`src/sesp_pkg.sv`:
```
// ----------------------------------------------------------------------------
// Sorted edge pair search package
// Shared constants, widths, codes and types of the sorted edge pair search core.
// ----------------------------------------------------------------------------
`default_nettype none

package sesp_pkg;

    // Sizing of the edge lists.
    localparam int EDGES_PER_SLOT = 1024;
    localparam int SLOT_COUNT     = 16;
    localparam int NODE_WIDTH     = 16;

    // Width of the node number fields on the stream.
    localparam int NODE_FIELD_W = 16;
    // Node numbers are kept in their low NODE_WIDTH bits.
    localparam int KEY_W        = (NODE_WIDTH < NODE_FIELD_W) ? NODE_WIDTH : NODE_FIELD_W;
    // Position within one list and edge count of one list.
    localparam int POS_W        = $clog2(EDGES_PER_SLOT);
    localparam int CNT_W        = $clog2(EDGES_PER_SLOT + 1);
    localparam int SLOT_IDX_W   = (SLOT_COUNT > 1) ? $clog2(SLOT_COUNT) : 1;
    localparam int STORE_DEPTH  = SLOT_COUNT * EDGES_PER_SLOT;
    localparam int ADDR_W       = $clog2(STORE_DEPTH);
    // One store word holds destination (upper half) and source (lower half).
    localparam int EDGE_W       = 2 * KEY_W;

    // Fixed widths of the stream fields.
    localparam int MODE_W     = 2;
    localparam int SLOT_W     = 4;
    localparam int POS_OUT_W  = 10;

    // Item kinds carried on the input tuser.
    localparam logic [MODE_W-1:0] MODE_QUERY  = 2'd0;
    localparam logic [MODE_W-1:0] MODE_APPEND = 2'd1;
    localparam logic [MODE_W-1:0] MODE_CLEAR  = 2'd2;

    // Result of one item.
    typedef struct packed {
        logic             full_res;
        logic [POS_W-1:0] position;
        logic             found;
    } res_t;

    // Flat store address of entry idx in the list of slot s.
    function automatic logic [ADDR_W-1:0] edge_addr(input logic [SLOT_IDX_W-1:0] s,
                                                    input logic [POS_W-1:0]      idx);
        return ADDR_W'(32'(s) * EDGES_PER_SLOT + 32'(idx));
    endfunction

endpackage

`default_nettype wire

```
`src/sesp_search_ctrl.sv`:
```
// ----------------------------------------------------------------------------
// Search controller
// Keeps the per-slot edge counts and sequences append, clear and bisection.
// ----------------------------------------------------------------------------
`default_nettype none

module sesp_search_ctrl
    import sesp_pkg::*;
(
    input  wire logic                    aclk,
    input  wire logic                    aresetn,
    // Item input
    input  wire logic                    in_valid,
    output logic                         in_ready,
    input  wire logic [MODE_W-1:0]       in_mode,
    input  wire logic [SLOT_W-1:0]       in_slot,
    input  wire logic [NODE_FIELD_W-1:0] in_from_node,
    input  wire logic [NODE_FIELD_W-1:0] in_to_node,
    // Result output
    output logic                         res_valid,
    input  wire logic                    res_ready,
    output res_t                         res,
    // Edge store
    output logic                         ram_wr_en,
    output logic [ADDR_W-1:0]            ram_wr_addr,
    output logic [EDGE_W-1:0]            ram_wr_data,
    output logic [ADDR_W-1:0]            ram_rd_addr,
    input  wire logic [EDGE_W-1:0]       ram_rd_data
);

    typedef enum logic [2:0] {
        ST_IDLE,
        ST_FIRST_RD,
        ST_FIRST_CHK,
        ST_LAST_CHK,
        ST_BIS_ISSUE,
        ST_BIS_CHK,
        ST_RESULT
    } state_t;

    state_t                state_reg, state_next;
    logic [CNT_W-1:0]      cnt_reg [SLOT_COUNT];
    logic [CNT_W-1:0]      cnt_next [SLOT_COUNT];
    logic [SLOT_IDX_W-1:0] slot_reg, slot_next;
    logic [KEY_W-1:0]      src_reg, src_next;
    logic [KEY_W-1:0]      dst_reg, dst_next;
    logic [POS_W-1:0]      lb_reg, lb_next;
    logic [POS_W-1:0]      ub_reg, ub_next;
    logic [POS_W-1:0]      mid_reg, mid_next;
    logic                  last_reg, last_next;
    res_t                  res_reg, res_next;

    logic                  in_accept;
    logic [SLOT_IDX_W-1:0] in_sidx;
    logic                  in_slot_ok;
    logic [CNT_W-1:0]      in_cnt;
    logic [KEY_W-1:0]      in_src;
    logic [KEY_W-1:0]      in_dst;
    logic [KEY_W-1:0]      rd_src;
    logic [KEY_W-1:0]      rd_dst;
    logic                  rd_hit;
    logic                  rd_below;
    logic [POS_W-1:0]      span;
    logic [POS_W-1:0]      mid_calc;

    assign in_ready   = (state_reg == ST_IDLE);
    assign in_accept  = in_valid && in_ready;
    assign in_sidx    = SLOT_IDX_W'(in_slot);
    assign in_slot_ok = (32'(in_slot) < SLOT_COUNT);
    assign in_cnt     = cnt_reg[in_sidx];
    assign in_src     = in_from_node[KEY_W-1:0];
    assign in_dst     = in_to_node[KEY_W-1:0];

    // Compare the entry read from the store against the searched edge.
    assign rd_src   = ram_rd_data[KEY_W-1:0];
    assign rd_dst   = ram_rd_data[EDGE_W-1:KEY_W];
    assign rd_hit   = (rd_src == src_reg) && (rd_dst == dst_reg);
    assign rd_below = (rd_dst < dst_reg) || ((rd_dst == dst_reg) && (rd_src < src_reg));

    // Midpoint of the current bounds, rounded down.
    assign span     = ub_reg - lb_reg;
    assign mid_calc = lb_reg + (span >> 1);

    // An append writes at the end of the slot's list.
    assign ram_wr_en   = in_accept && (in_mode == MODE_APPEND) && in_slot_ok &&
                         (32'(in_cnt) < EDGES_PER_SLOT);
    assign ram_wr_addr = edge_addr(in_sidx, POS_W'(in_cnt));
    assign ram_wr_data = {in_dst, in_src};

    // Read address per search step.
    always_comb begin
        case (state_reg)
            ST_FIRST_RD:  ram_rd_addr = edge_addr(slot_reg, lb_reg);
            ST_FIRST_CHK: ram_rd_addr = edge_addr(slot_reg, ub_reg);
            ST_BIS_ISSUE: ram_rd_addr = edge_addr(slot_reg, mid_calc);
            default:      ram_rd_addr = edge_addr(slot_reg, mid_reg);
        endcase
    end

    assign res_valid = (state_reg == ST_RESULT);
    assign res       = res_reg;

    // Next-state and datapath logic.
    always_comb begin
        state_next = state_reg;
        cnt_next   = cnt_reg;
        slot_next  = slot_reg;
        src_next   = src_reg;
        dst_next   = dst_reg;
        lb_next    = lb_reg;
        ub_next    = ub_reg;
        mid_next   = mid_reg;
        last_next  = last_reg;
        res_next   = res_reg;
        case (state_reg)
            ST_IDLE: begin
                if (in_accept) begin
                    slot_next  = in_sidx;
                    src_next   = in_src;
                    dst_next   = in_dst;
                    res_next   = '0;
                    state_next = ST_RESULT;
                    case (in_mode)
                        MODE_QUERY: begin
                            if (in_slot_ok && (in_cnt != '0)) begin
                                lb_next    = '0;
                                ub_next    = POS_W'(in_cnt - CNT_W'(1));
                                state_next = ST_FIRST_RD;
                            end
                        end
                        MODE_APPEND: begin
                            if (in_slot_ok) begin
                                if (32'(in_cnt) >= EDGES_PER_SLOT) begin
                                    res_next.full_res = 1'b1;
                                end else begin
                                    cnt_next[in_sidx] = in_cnt + CNT_W'(1);
                                    res_next.found    = 1'b1;
                                    res_next.position = POS_W'(in_cnt);
                                end
                            end
                        end
                        MODE_CLEAR: begin
                            if (in_slot_ok) begin
                                cnt_next[in_sidx] = '0;
                            end
                        end
                        default: begin
                            res_next = '0;
                        end
                    endcase
                end
            end
            ST_FIRST_RD: begin
                state_next = ST_FIRST_CHK;
            end
            ST_FIRST_CHK: begin
                // First entry is on the read port; the last one is requested.
                if (rd_hit) begin
                    res_next.found    = 1'b1;
                    res_next.position = lb_reg;
                    state_next        = ST_RESULT;
                end else begin
                    state_next = ST_LAST_CHK;
                end
            end
            ST_LAST_CHK: begin
                if (rd_hit) begin
                    res_next.found    = 1'b1;
                    res_next.position = ub_reg;
                    state_next        = ST_RESULT;
                end else begin
                    state_next = ST_BIS_ISSUE;
                end
            end
            ST_BIS_ISSUE: begin
                mid_next   = mid_calc;
                last_next  = (span <= POS_W'(1));
                state_next = ST_BIS_CHK;
            end
            ST_BIS_CHK: begin
                if (rd_hit) begin
                    res_next.found    = 1'b1;
                    res_next.position = mid_reg;
                    state_next        = ST_RESULT;
                end else begin
                    if (rd_below) begin
                        lb_next = mid_reg;
                    end else begin
                        ub_next = mid_reg;
                    end
                    state_next = last_reg ? ST_RESULT : ST_BIS_ISSUE;
                end
            end
            ST_RESULT: begin
                if (res_ready) begin
                    state_next = ST_IDLE;
                end
            end
            default: begin
                state_next = ST_IDLE;
            end
        endcase
    end

    // State, counts and registered outputs.
    always_ff @(posedge aclk) begin
        if (!aresetn) begin
            state_reg <= ST_IDLE;
            for (int i = 0; i < SLOT_COUNT; i++) begin
                cnt_reg[i] <= '0;
            end
        end else begin
            state_reg <= state_next;
            cnt_reg   <= cnt_next;
        end
        slot_reg <= slot_next;
        src_reg  <= src_next;
        dst_reg  <= dst_next;
        lb_reg   <= lb_next;
        ub_reg   <= ub_next;
        mid_reg  <= mid_next;
        last_reg <= last_next;
        res_reg  <= res_next;
    end

`ifndef SYNTH
    // The bounds never cross while the bisection runs.
    a_bounds_ordered: assert property (@(posedge aclk) disable iff (!aresetn)
        (state_reg == ST_BIS_ISSUE) |-> (lb_reg <= ub_reg))
        else $error("bisection bounds crossed");

    // A slot's count never exceeds the list capacity.
    a_count_capacity: assert property (@(posedge aclk) disable iff (!aresetn)
        (32'(in_cnt) <= EDGES_PER_SLOT))
        else $error("slot edge count above capacity");

    // An accepted item keeps the input closed until its result is handed on.
    a_one_item: assert property (@(posedge aclk) disable iff (!aresetn)
        in_accept |=> !in_ready)
        else $error("input reopened while an item is in work");

    // A found query position lies inside the slot's list.
    a_found_in_list: assert property (@(posedge aclk) disable iff (!aresetn)
        (res_valid && res_reg.found) |-> (32'(res_reg.position) < 32'(cnt_reg[slot_reg])))
        else $error("reported position outside the list");
`endif

endmodule

`default_nettype wire

```
`config.mk`:
```
export PLATFORM = sky130hd
export DESIGN_NAME = sesp_search_ctrl
export DESIGN_NICKNAME = d
export VERILOG_FILES = /design/src/sesp_pkg.sv /design/src/sesp_search_ctrl.sv
export SDC_FILE = /design/constraint.sdc
export NUM_CORES = 1
export LEC_CHECK = 0
export BUFFER_PORTS_ARGS = -buffer_cell sky130_fd_sc_hd__buf_2
export CORE_AREA = 3 3 182 184
export DETAILED_ROUTE_END_ITERATION = 12
export DIE_AREA = 0 0 185 187
export PLACE_DENSITY_LB_ADDON = 0.15
export SLEW_MARGIN = 30
export SYNTH_ARGS = -nofsm -noshare
export SYNTH_HDL_FRONTEND = slang
export SYNTH_SLANG_ARGS = --single-unit
```
`constraint.sdc`:
```
create_clock -name aclk -period 3.03 [get_ports aclk]
set_input_delay 0.4545 -clock aclk [delete_from_list [all_inputs] [get_ports aclk]]
set_output_delay 0.4545 -clock aclk [all_outputs]
set_load 0.05 [all_outputs]
```
==> flow_metrics.tcl, run 1 <==
set metrics [dict create \
    outcome "finished with violations" \
    violations "setup timing" \
    drive_gt1_share_pct 34.1 \
    die_h_um 187 \
    peakVddDrop_mv 0.712 \
    grt_usage_pct 22.4 \
    min_period_ns 4.16 \
    vias 11156 \
    syn_avg_cell_area_um2 10.4 \
    area_delta_synth_final_pct 26.5 \
    n_antenna_cell 0 \
    fin_skew_ns 0.0260 \
    p_leak_nw 6.93 \
    hp-class "in -> reg" \
    clk_latency_ns 0.57 \
    holdWs_ns 0.0743 \
    drtIter0Drc 716 \
    critPathKind "reg -> out" \
    rows 65 \
    wl_per_cell_um 19.9 \
    postSynthCellCount 1311 \
    ys_seq_area_share_pct 43.8 \
    n_fill_cell 2837 \
    grt_max_degree 55 \
    ios 149 \
    overflow 0 \
    cts_made_buffers 30 \
    drc_errors 0 \
    dp_slack_ns -0.665 \
    async_flop_share_pct 0 \
    slew_violations 0 \
    antenna_found_initial 1 \
    dr.pass1.iters 5 \
    rr_startpoint "ub_reg[0]" \
    synth_nets 1439 \
    io_buffers 148 \
    most-common-layout-cells "buf_4, dfxtp_1, nand2_1" \
    fin_crit_sh_pct 137 \
    clockRootBuffer "clkbuf_16" \
    powerDensity_nw_per_um2 807 \
    cp.required_ns 2.58 \
    maxSlewHeadroom_pct 48.4 \
    tritoncts "built" \
    multi_input_area_um2 7010 \
    netlist_area_um2 13600 \
    yosysUniqueCellTypes 79 \
    largest_register_ffs 176 \
    rsz0062_at_grt "true" \
    dieArea_um2 34600 \
    cts_hold_buf 0 \
    fmax_mhz 240 \
    wirelength_um 40000 \
    place.gp.congestion 0.850 \
    initial_core_util_pct 43.1 \
    hp-start "in_to_node[10]" \
    synth_edf_count 79 \
    grt_pass1_vias 11002 \
    worstMarginPinSlew_ns 0.773 \
    ctsLongestPathBuffers 3 \
    dpl.hpwl_um 29700 \
    regArea_um2 5960 \
    core_um2 31600 \
    hold_viol_final 0 \
    drtAntennaViolNets 0 \
    yosysWarnings 0 \
    die_x_um 185 \
    synthFlopType "dfxtp_1" \
    path_clk_slew_ns 0.06 \
    htree_num_levels 1 \
    vias_per_cell 5.56 \
    max-cap-violations 0 \
    final_nets 1712 \
    cts_sinks 258 \
    final.setup.worst_slack_ns -1.13 \
    grt_pass1_wl_um 61600 \
    critPathLaunchType "flop" \
    setup.worst_path.start "ub_reg[0]" \
    setup_violations 12 \
    endpoint_kind "output pin" \
    crit_fanout 3 \
    final_common_cell "buf_4" \
    ys_ff_latch 258 \
    worst_ep_arrival_time_ns 3.70 \
]
critical path, cell delays in order, from the launching register on:
cell,delay (ns)
edfxtp_1,0.39
inv_1,0.08
ha_2,0.18
inv_2,0.04
fa_2,0.35
buf_4,0.15
xor2_2,0.15
buf_4,0.14
fa_2,0.35
a21o_1,0.17
a21oi_2,0.15
o21bai_1,0.09
a21oi_2,0.17
o21bai_1,0.09
a21oi_1,0.16
xnor2_1,0.17
o21a_2,0.16
buf_6,0.15
timing repair:
| action | CTS | global route |
|---|---|---|
| resized for setup | 37 | 29 |
| pin swaps | 27 | 20 |
| buffers inserted | 5 | 10 |
| setup endpoints to repair | 12 | 25 |
logic make-up after synthesis:
group,share of synthesized area (%)
AOI/OAI and AO/OA,18.5
xor gates and xnor gates,2.47
and+or+nand+nor,14.2
DFF,43.8
muxes,8.89
buffers and inverters,7.02
adders and majority gates,5.08
power breakdown:
part           switching [mW]  internal, mW  leakage (nW)
registers               0.165          4.12          2.17
logic                    3.62          2.60          4.32
clock network            1.44          1.94         0.437
synthesized netlist by cell type (all sizes together), types with 2 or more instances:
master | n | area [um^2]
and3 | 6 | 37.5
and2 | 10 | 65.1
buf | 73 | 538
mux4 | 44 | 991
clkinv | 2 | 7.51
o22ai | 9 | 56.3
nor2 | 50 | 193
a31oi | 2 | 12.5
o31a | 2 | 17.5
nor2b | 62 | 388
o21a | 7 | 52.6
o2bb2ai | 3 | 26.3
a22o | 7 | 61.3
mux2 | 7 | 78.8
nand2b | 12 | 85.1
nand2 | 168 | 666
a21o | 10 | 75.1
a21boi | 17 | 248
o31ai | 10 | 75.1
o21ai | 77 | 389
a211oi | 3 | 27.5
dfxtp | 179 | 3580
nand4 | 14 | 93.8
clkbuf | 36 | 135
or3 | 6 | 37.5
or4 | 3 | 22.5
a22oi | 61 | 458
nor3 | 23 | 135
ha | 52 | 651
edfxtp | 79 | 2370
o211ai | 7 | 52.6
inv | 73 | 274
a21oi | 33 | 165
xor2 | 8 | 96.4
nand3 | 21 | 115
xnor2 | 24 | 240
a221oi | 4 | 35.0
mux2i | 14 | 140
fa | 2 | 40.0
a32o | 63 | 631
o21bai | 4 | 30.0
or2 | 4 | 25.0
nor4 | 3 | 31.3
o221ai | 6 | 52.6
metal layers:
layer	global-route usage, %	wire, um
met1	28.7	16800
met2	39.9	20300
met3	2.76	1850
met4	5.83	1090
met5	0	13
through the flow:
| step | TNS (ns) | power (mW) | cell area, um^2 | util (%) | instances |
|---|---|---|---|---|---|
| floorplan | -1.14 | 7.87 | 13700 | - | 1311 |
| global placement | -21.74 | 9.50 | 15900 | 50.4 | 1939 |
| global route | -9.62 | 14.6 | 17200 | 54.6 | 2006 |
| CTS | -7.27 | 13.5 | 17000 | 53.8 | 1996 |
| detailed placement | -20.24 | 9.56 | 15900 | 50.4 | 1939 |
| finish | -7.58 | 13.9 | 17200 | 54.6 | 2006 |
worst paths after layout:
| kind | slack, ns | end | cells past startpoint |
|---|---|---|---|
| setup reg to reg | -0.03 | mid_reg[7] | 16 |
| hold reg to reg | 0.45 | cnt_reg[82] | 2 |
| setup / recovery | -1.13 | ram_rd_addr[8] | 17 |
| hold / removal | 0.07 | dst_reg[10] | 1 |
layout make-up:
class,count,share of cell area [%]
clock buffers,46,5.01
clock inverters,6,0.269
inverters,75,1.68
multi-input cells,869,40.7
flip-flops and latches,258,34.6
well taps,402,2.92
repair buffers,350,14.8
(Power assumes the default switching activity.)
==> run 2: changes to the inputs <==
- CORE_AREA: 3 3 182 184 -> 2 2 181 183
- DIE_AREA: 0 0 185 187 -> 0 0 183 185
- SETUP_SLACK_MARGIN: unset -> 0.15
==> flow_metrics.tcl, run 2 (synthesis results as in run 1) <==
set metrics [dict create \
    outcome "finished with violations" \
    io_buffers 148 \
    fmax_mhz 245 \
    max-cap-violations 0 \
    ios 149 \
    drtIter0Drc 761 \
    slowest_delay_ns 0.38 \
    final_nets 1718 \
    tritoncts "built" \
    worst_ep_arrival_time_ns 3.63 \
    final_cells 2019 \
    worstHoldPathCells 1 \
    min_to "src_reg[4]" \
    critPathKind "reg -> out" \
    grt_max_degree 115 \
    peakVddDrop_mv 0.703 \
    place.gp.congestion 0.857 \
    violations "setup timing" \
    clk_latency_ns 0.55 \
    wl_per_cell_um 19.3 \
    crit_buf_inv 5 \
    vias_per_cell 5.44 \
    n_antenna_cell 0 \
    area_delta_synth_final_pct 28.4 \
    ctsLongestPathBuffers 3 \
    antenna_found_initial 0 \
    rows 66 \
    drtAntennaViolNets 0 \
    most-common-layout-cells "buf_4, dfxtp_1, nand2_1" \
    largest_register_ffs 176 \
    power_mw 14.3 \
    clockRootBuffer "clkbuf_16" \
    dr.pass1.iters 5 \
    core_um2 32000 \
    hold_viol_final 0 \
    final.setup.worst_slack_ns -1.05 \
    fin_tns_setup_ns -6.93 \
    path_clk_slew_ns 0.06 \
    n_fill_cell 2877 \
    initial_core_util_pct 42.5 \
    die_x_um 183 \
    endpoint_kind "output pin" \
    p_leak_nw 7.02 \
    powerDensity_nw_per_um2 818 \
    min_period_ns 4.08 \
    drc_errors 0 \
    dpl.hpwl_um 29600 \
    dieArea_um2 33900 \
    rr_startpoint "ub_reg[0]" \
    final_common_cell "buf_4" \
    cts_made_buffers 29 \
    crit_fanout 2 \
    r2r_slack_ns -0.02 \
    final_util_pct 54.5 \
    rsz0062_at_grt "true" \
    setup_violations 10 \
    drive_gt1_share_pct 35.4 \
    overflow 0 \
    cp.required_ns 2.58 \
    worstMarginPinSlew_ns 0.752 \
    maxSlewHeadroom_pct 49.9 \
    critPathSlowestCell "edfxtp_1" \
    die_h_um 185 \
    vias 10974 \
    wirelength_um 39000 \
    grt_usage_pct 22.7 \
    fin_crit_sh_pct 135 \
    hp-start "in_from_node[4]" \
    cts_sinks 258 \
    cp_cell_sequence "inv_1, ha_2, inv_2, fa_2, buf_4, xor2_2, buf_4, fa_2, a21o_1, a21oi_2, o21bai_1, a21oi_2, o21bai_1, a21oi_1, xnor2_1, o21a_2, buf_8" \
    fin_skew_ns 0.0166 \
    rr_worst_depth 13 \
    slew_violations 0 \
    critPathLaunchType "flop" \
    htree_num_levels 1 \
    worst_r2r_endpoint "last_reg" \
    dp_cells 1949 \
    hp-class "in -> reg" \
    grt_pass1_vias 10865 \
    grt_pass1_wl_um 60100 \
    critPathTopFamily "compound AO/OA/AOI/OAI gates" \
]
## run 2: cell types whose count changed in the layout (fill, tap and decap cells not counted), moves of 4 or more
cell	change
nand2_2	+4
a22oi_1	-5
clkbuf_1	-10
clkinv_2	+4
a22oi_2	+5
xnor2_2	-4
nand2_1	-5
buf_6	+6
## run 2: layout make-up
class	instances	area, um^2	share of cell area (%)
Sequential cell	258	5960	34.1
Multi-Input combinational cell	869	7090	40.6
Inverter	75	293	1.68
Clock buffer	37	816	4.67
Tap cell	408	510	2.92
Timing Repair Buffer	357	2650	15.2
Clock inverter	15	155	0.888
## run 2: worst max-delay path by stage
stage,start,end,slack [ns],cells past startpoint
4_1_cts,ub_reg[0],ram_rd_addr[9],-1.10,17
5_1_grt,ub_reg[0],ram_rd_addr[9],-1.28,17
3_5_place_dp,ub_reg[0],ram_rd_addr[7],-0.62,17
2_1_floorplan,ub_reg[0],ram_rd_addr[9],-0.34,14
6_report,ub_reg[0],ram_rd_addr[8],-1.05,17
3_3_place_gp,ub_reg[0],ram_rd_addr[7],-0.60,18
## run 2: report_power, final
part           internal (mW)  switching, mW
combinational           2.75           3.67
clock                   2.14           1.42
sequential              4.12          0.186
total                   9.01           5.28
## run 2: what timing repair did
| action | CTS | global route |
|---|---|---|
| setup endpoints to repair | 23 | 32 |
| pin swaps | 22 | 26 |
| gates resized for setup | 50 | 42 |
| hold buffers | 0 | 0 |
| buffers inserted | 11 | 7 |
## run 2: per-layer routing
layer  share of wire [%]  vias up  track usage (%)
met5                   0        -                0
met4                 2.6        0             6.02
met3                 4.3       61             2.77
met2                  51      248             42.0
met1                  42     5304             28.0
li1                    -     5361                -
## run 2: stage by stage
stage               setup slack (ns)  hold slack [ns]  cell area (um^2)
finish                         -1.05           0.0963             17500
global route                   -1.28           0.0776             17500
CTS                            -1.10           0.0707             17200
detailed placement            -0.623            0.438             16000
global placement              -0.601            0.427             16000
floorplan                     -0.335            0.420             13800
==> run 3: changes to the inputs <==
- GPL_TIMING_DRIVEN: unset -> 0
==> flow_metrics.tcl, run 3 (synthesis results as in run 1) <==
set metrics [dict create \
    hold_viol_final 0 \
    ios 149 \
    seqPwrFrac_pct 30.1 \
    dr.pass1.iters 5 \
    cp.required_ns 2.58 \
    slew_violations 0 \
    drive_gt1_share_pct 33.3 \
    grt_pass1_wl_um 63300 \
    p_int_mw 8.89 \
    slowest_delay_ns 0.46 \
    crit_fanout 4 \
    rows 66 \
    dp_slack_ns -0.821 \
    most-common-layout-cells "dfxtp_1, buf_2, nand2_1" \
    crit_buf_inv 2 \
    fmax_mhz 243 \
    final_common_cell "dfxtp_1" \
    worstMarginPinSlew_ns 1.02 \
    max-cap-violations 0 \
    n_antenna_cell 0 \
    p_leak_nw 6.69 \
    switchingPower_mw 5.45 \
    die_x_um 183 \
    p_comb_share_pct 44.3 \
    min_to "dst_reg[13]" \
    rr_startpoint "ub_reg[0]" \
    dieArea_um2 33900 \
    endpoint_kind "output pin" \
    grt_pass1_vias 11012 \
    initial_core_util_pct 42.5 \
    ctsLongestPathBuffers 3 \
    worstHoldPathCells 1 \
    rsz0062_at_grt "true" \
    rr_worst_depth 16 \
    drc_errors 0 \
    cts_sinks 258 \
    final_nets 1675 \
    critPathLaunchType "flop" \
    finalInstanceArea_um2 17100 \
    met2WireLength_um 20800 \
    clockRootBuffer "clkbuf_16" \
    critPathTopFamily "compound AO/OA/AOI/OAI gates" \
    dr_wl_met3_um 2760 \
    antenna_found_initial 0 \
    placed_area_um2 15100 \
    critPathKind "reg -> out" \
    power.share.switching_pct 38.0 \
    cp_cell_sequence "ha_1, nor2b_1, o21ai_1, a21boi_2, o21ai_2, nor2b_4, xnor2_2, ha_1, inv_1, o21bai_1, a21oi_2, o21bai_1, a21oi_2, xnor2_1, o21a_2, buf_8" \
    htree_num_levels 1 \
    core_um2 32000 \
    area_delta_synth_final_pct 25.4 \
    drtIter0Drc 1062 \
    top_layer_used "met4" \
    n_fill_cell 2939 \
    drtAntennaViolNets 0 \
    tritoncts "built" \
    worst_ep_arrival_time_ns 3.66 \
    vias 11279 \
    place.gp.congestion 0.915 \
    setup_violations 10 \
    hp-start "in_to_node[13]" \
    r2r_slack_ns -0.06 \
    wl_per_cell_um 21.5 \
    violations "setup timing" \
    outcome "finished with violations" \
    final.setup.worst_slack_ns -1.08 \
    path_clk_slew_ns 0.06 \
    grt_usage_pct 24.4 \
    die_h_um 185 \
    wirelength_um 42500 \
    min_period_ns 4.11 \
    cts_hold_buf 0 \
    hp-class "in -> reg" \
    fin_crit_sh_pct 136 \
    grt_max_degree 24 \
    maxSlewHeadroom_pct 31.4 \
    worst_r2r_endpoint "mid_reg[9]" \
    power_mw 14.3 \
    critPathSlowestCell "edfxtp_1" \
    clk_latency_ns 0.57 \
    overflow 0 \
    dpl.hpwl_um 31200 \
    powerDensity_nw_per_um2 840 \
    drt-met1-wl_um 17200 \
    vias_per_cell 5.71 \
    largest_register_ffs 176 \
    io_buffers 148 \
    cts_made_buffers 29 \
    pwr-share-clk_pct 25.5 \
    holdWs_ns 0.0786 \
    peakVddDrop_mv 0.812 \
    fin_skew_ns 0.0122 \
]
-- run 3: cell count changes in the layout (fill, tap and decap cells not counted), moves of 6 or more --
cell / delta
buf_4: -95
clkbuf_1: +26
nand2_1: -6
buf_12: -13
buf_2: +19
buf_6: +6
clkbuf_2: +7
-- run 3: worst register-to-register path, delay by kind of cell (launching register included) --
family                     cells  cell delay (ns)
buffers and inverters          3             0.25
DFF                            1             0.38
and+or+nand+nor                3             0.21
adders and majority gates      3             0.84
xor gates and xnor gates       2             0.30
AOI/OAI and AO/OA              5             0.85
-- run 3: layer usage --
metal / up-vias / GRT usage [%]
li1: 5286 / -
met1: 5456 / 30.3
met2: 440 / 42.4
met3: 97 / 3.89
met4: 0 / 10.3
met5: - / 0
-- run 3: power by group through the flow --
stage,clock network [mW],registers [mW],logic [mW]
2_1_floorplan,0,4.57,3.34
3_3_place_gp,0,4.40,4.61
3_5_place_dp,0,4.39,4.67
4_1_cts,3.69,4.32,5.67
5_1_grt,3.83,4.36,6.79
6_report,3.66,4.32,6.36
-- run 3: how the worst max path moves through the flow --
| stage | cells after the start | slack (ns) | startpoint | to |
|---|---|---|---|---|
| after floorplan | 14 | -0.34 | ub_reg[0] | ram_rd_addr[9] |
| final | 16 | -1.08 | ub_reg[1] | ram_rd_addr[8] |
| after global routing | 18 | -1.26 | ub_reg[0] | ram_rd_addr[7] |
| after CTS | 17 | -1.14 | ub_reg[0] | ram_rd_addr[9] |
| after detailed placement | 15 | -0.82 | ub_reg[0] | ram_rd_addr[9] |
| after global placement | 8 | -0.95 | ram_rd_data[25] | res[4] |
-- run 3: area by class of cell --
class | count | area (um^2) | share of cell area, %
tap | 408 | 510 | 2.99
inverter | 75 | 303 | 1.78
timing repair buffer | 203 | 1300 | 7.60
multi-input combinational | 869 | 7230 | 42.4
clock buffer | 37 | 827 | 4.85
timing repair inverter | 2 | 17.5 | 0.103
sequential | 258 | 5960 | 34.9
clock inverter | 16 | 164 | 0.961
buffer | 109 | 758 | 4.45
-- run 3: repair_timing --
action,in CTS,in global routing
endpoints found under the setup margin,217,84
pin swaps,31,35
setup buffers,25,28
resized for setup,81,57
gates cloned,2,1
-- run 3: stage by stage --
stage	util [%]	setup TNS (ns)	std cells
2_1_floorplan	-	-1.14	1311
3_3_place_gp	46.9	-87.24	1867
3_5_place_dp	47.0	-80.54	1868
4_1_cts	51.7	-6.90	1948
5_1_grt	53.2	-8.70	1977
6_report	53.2	-7.12	1977
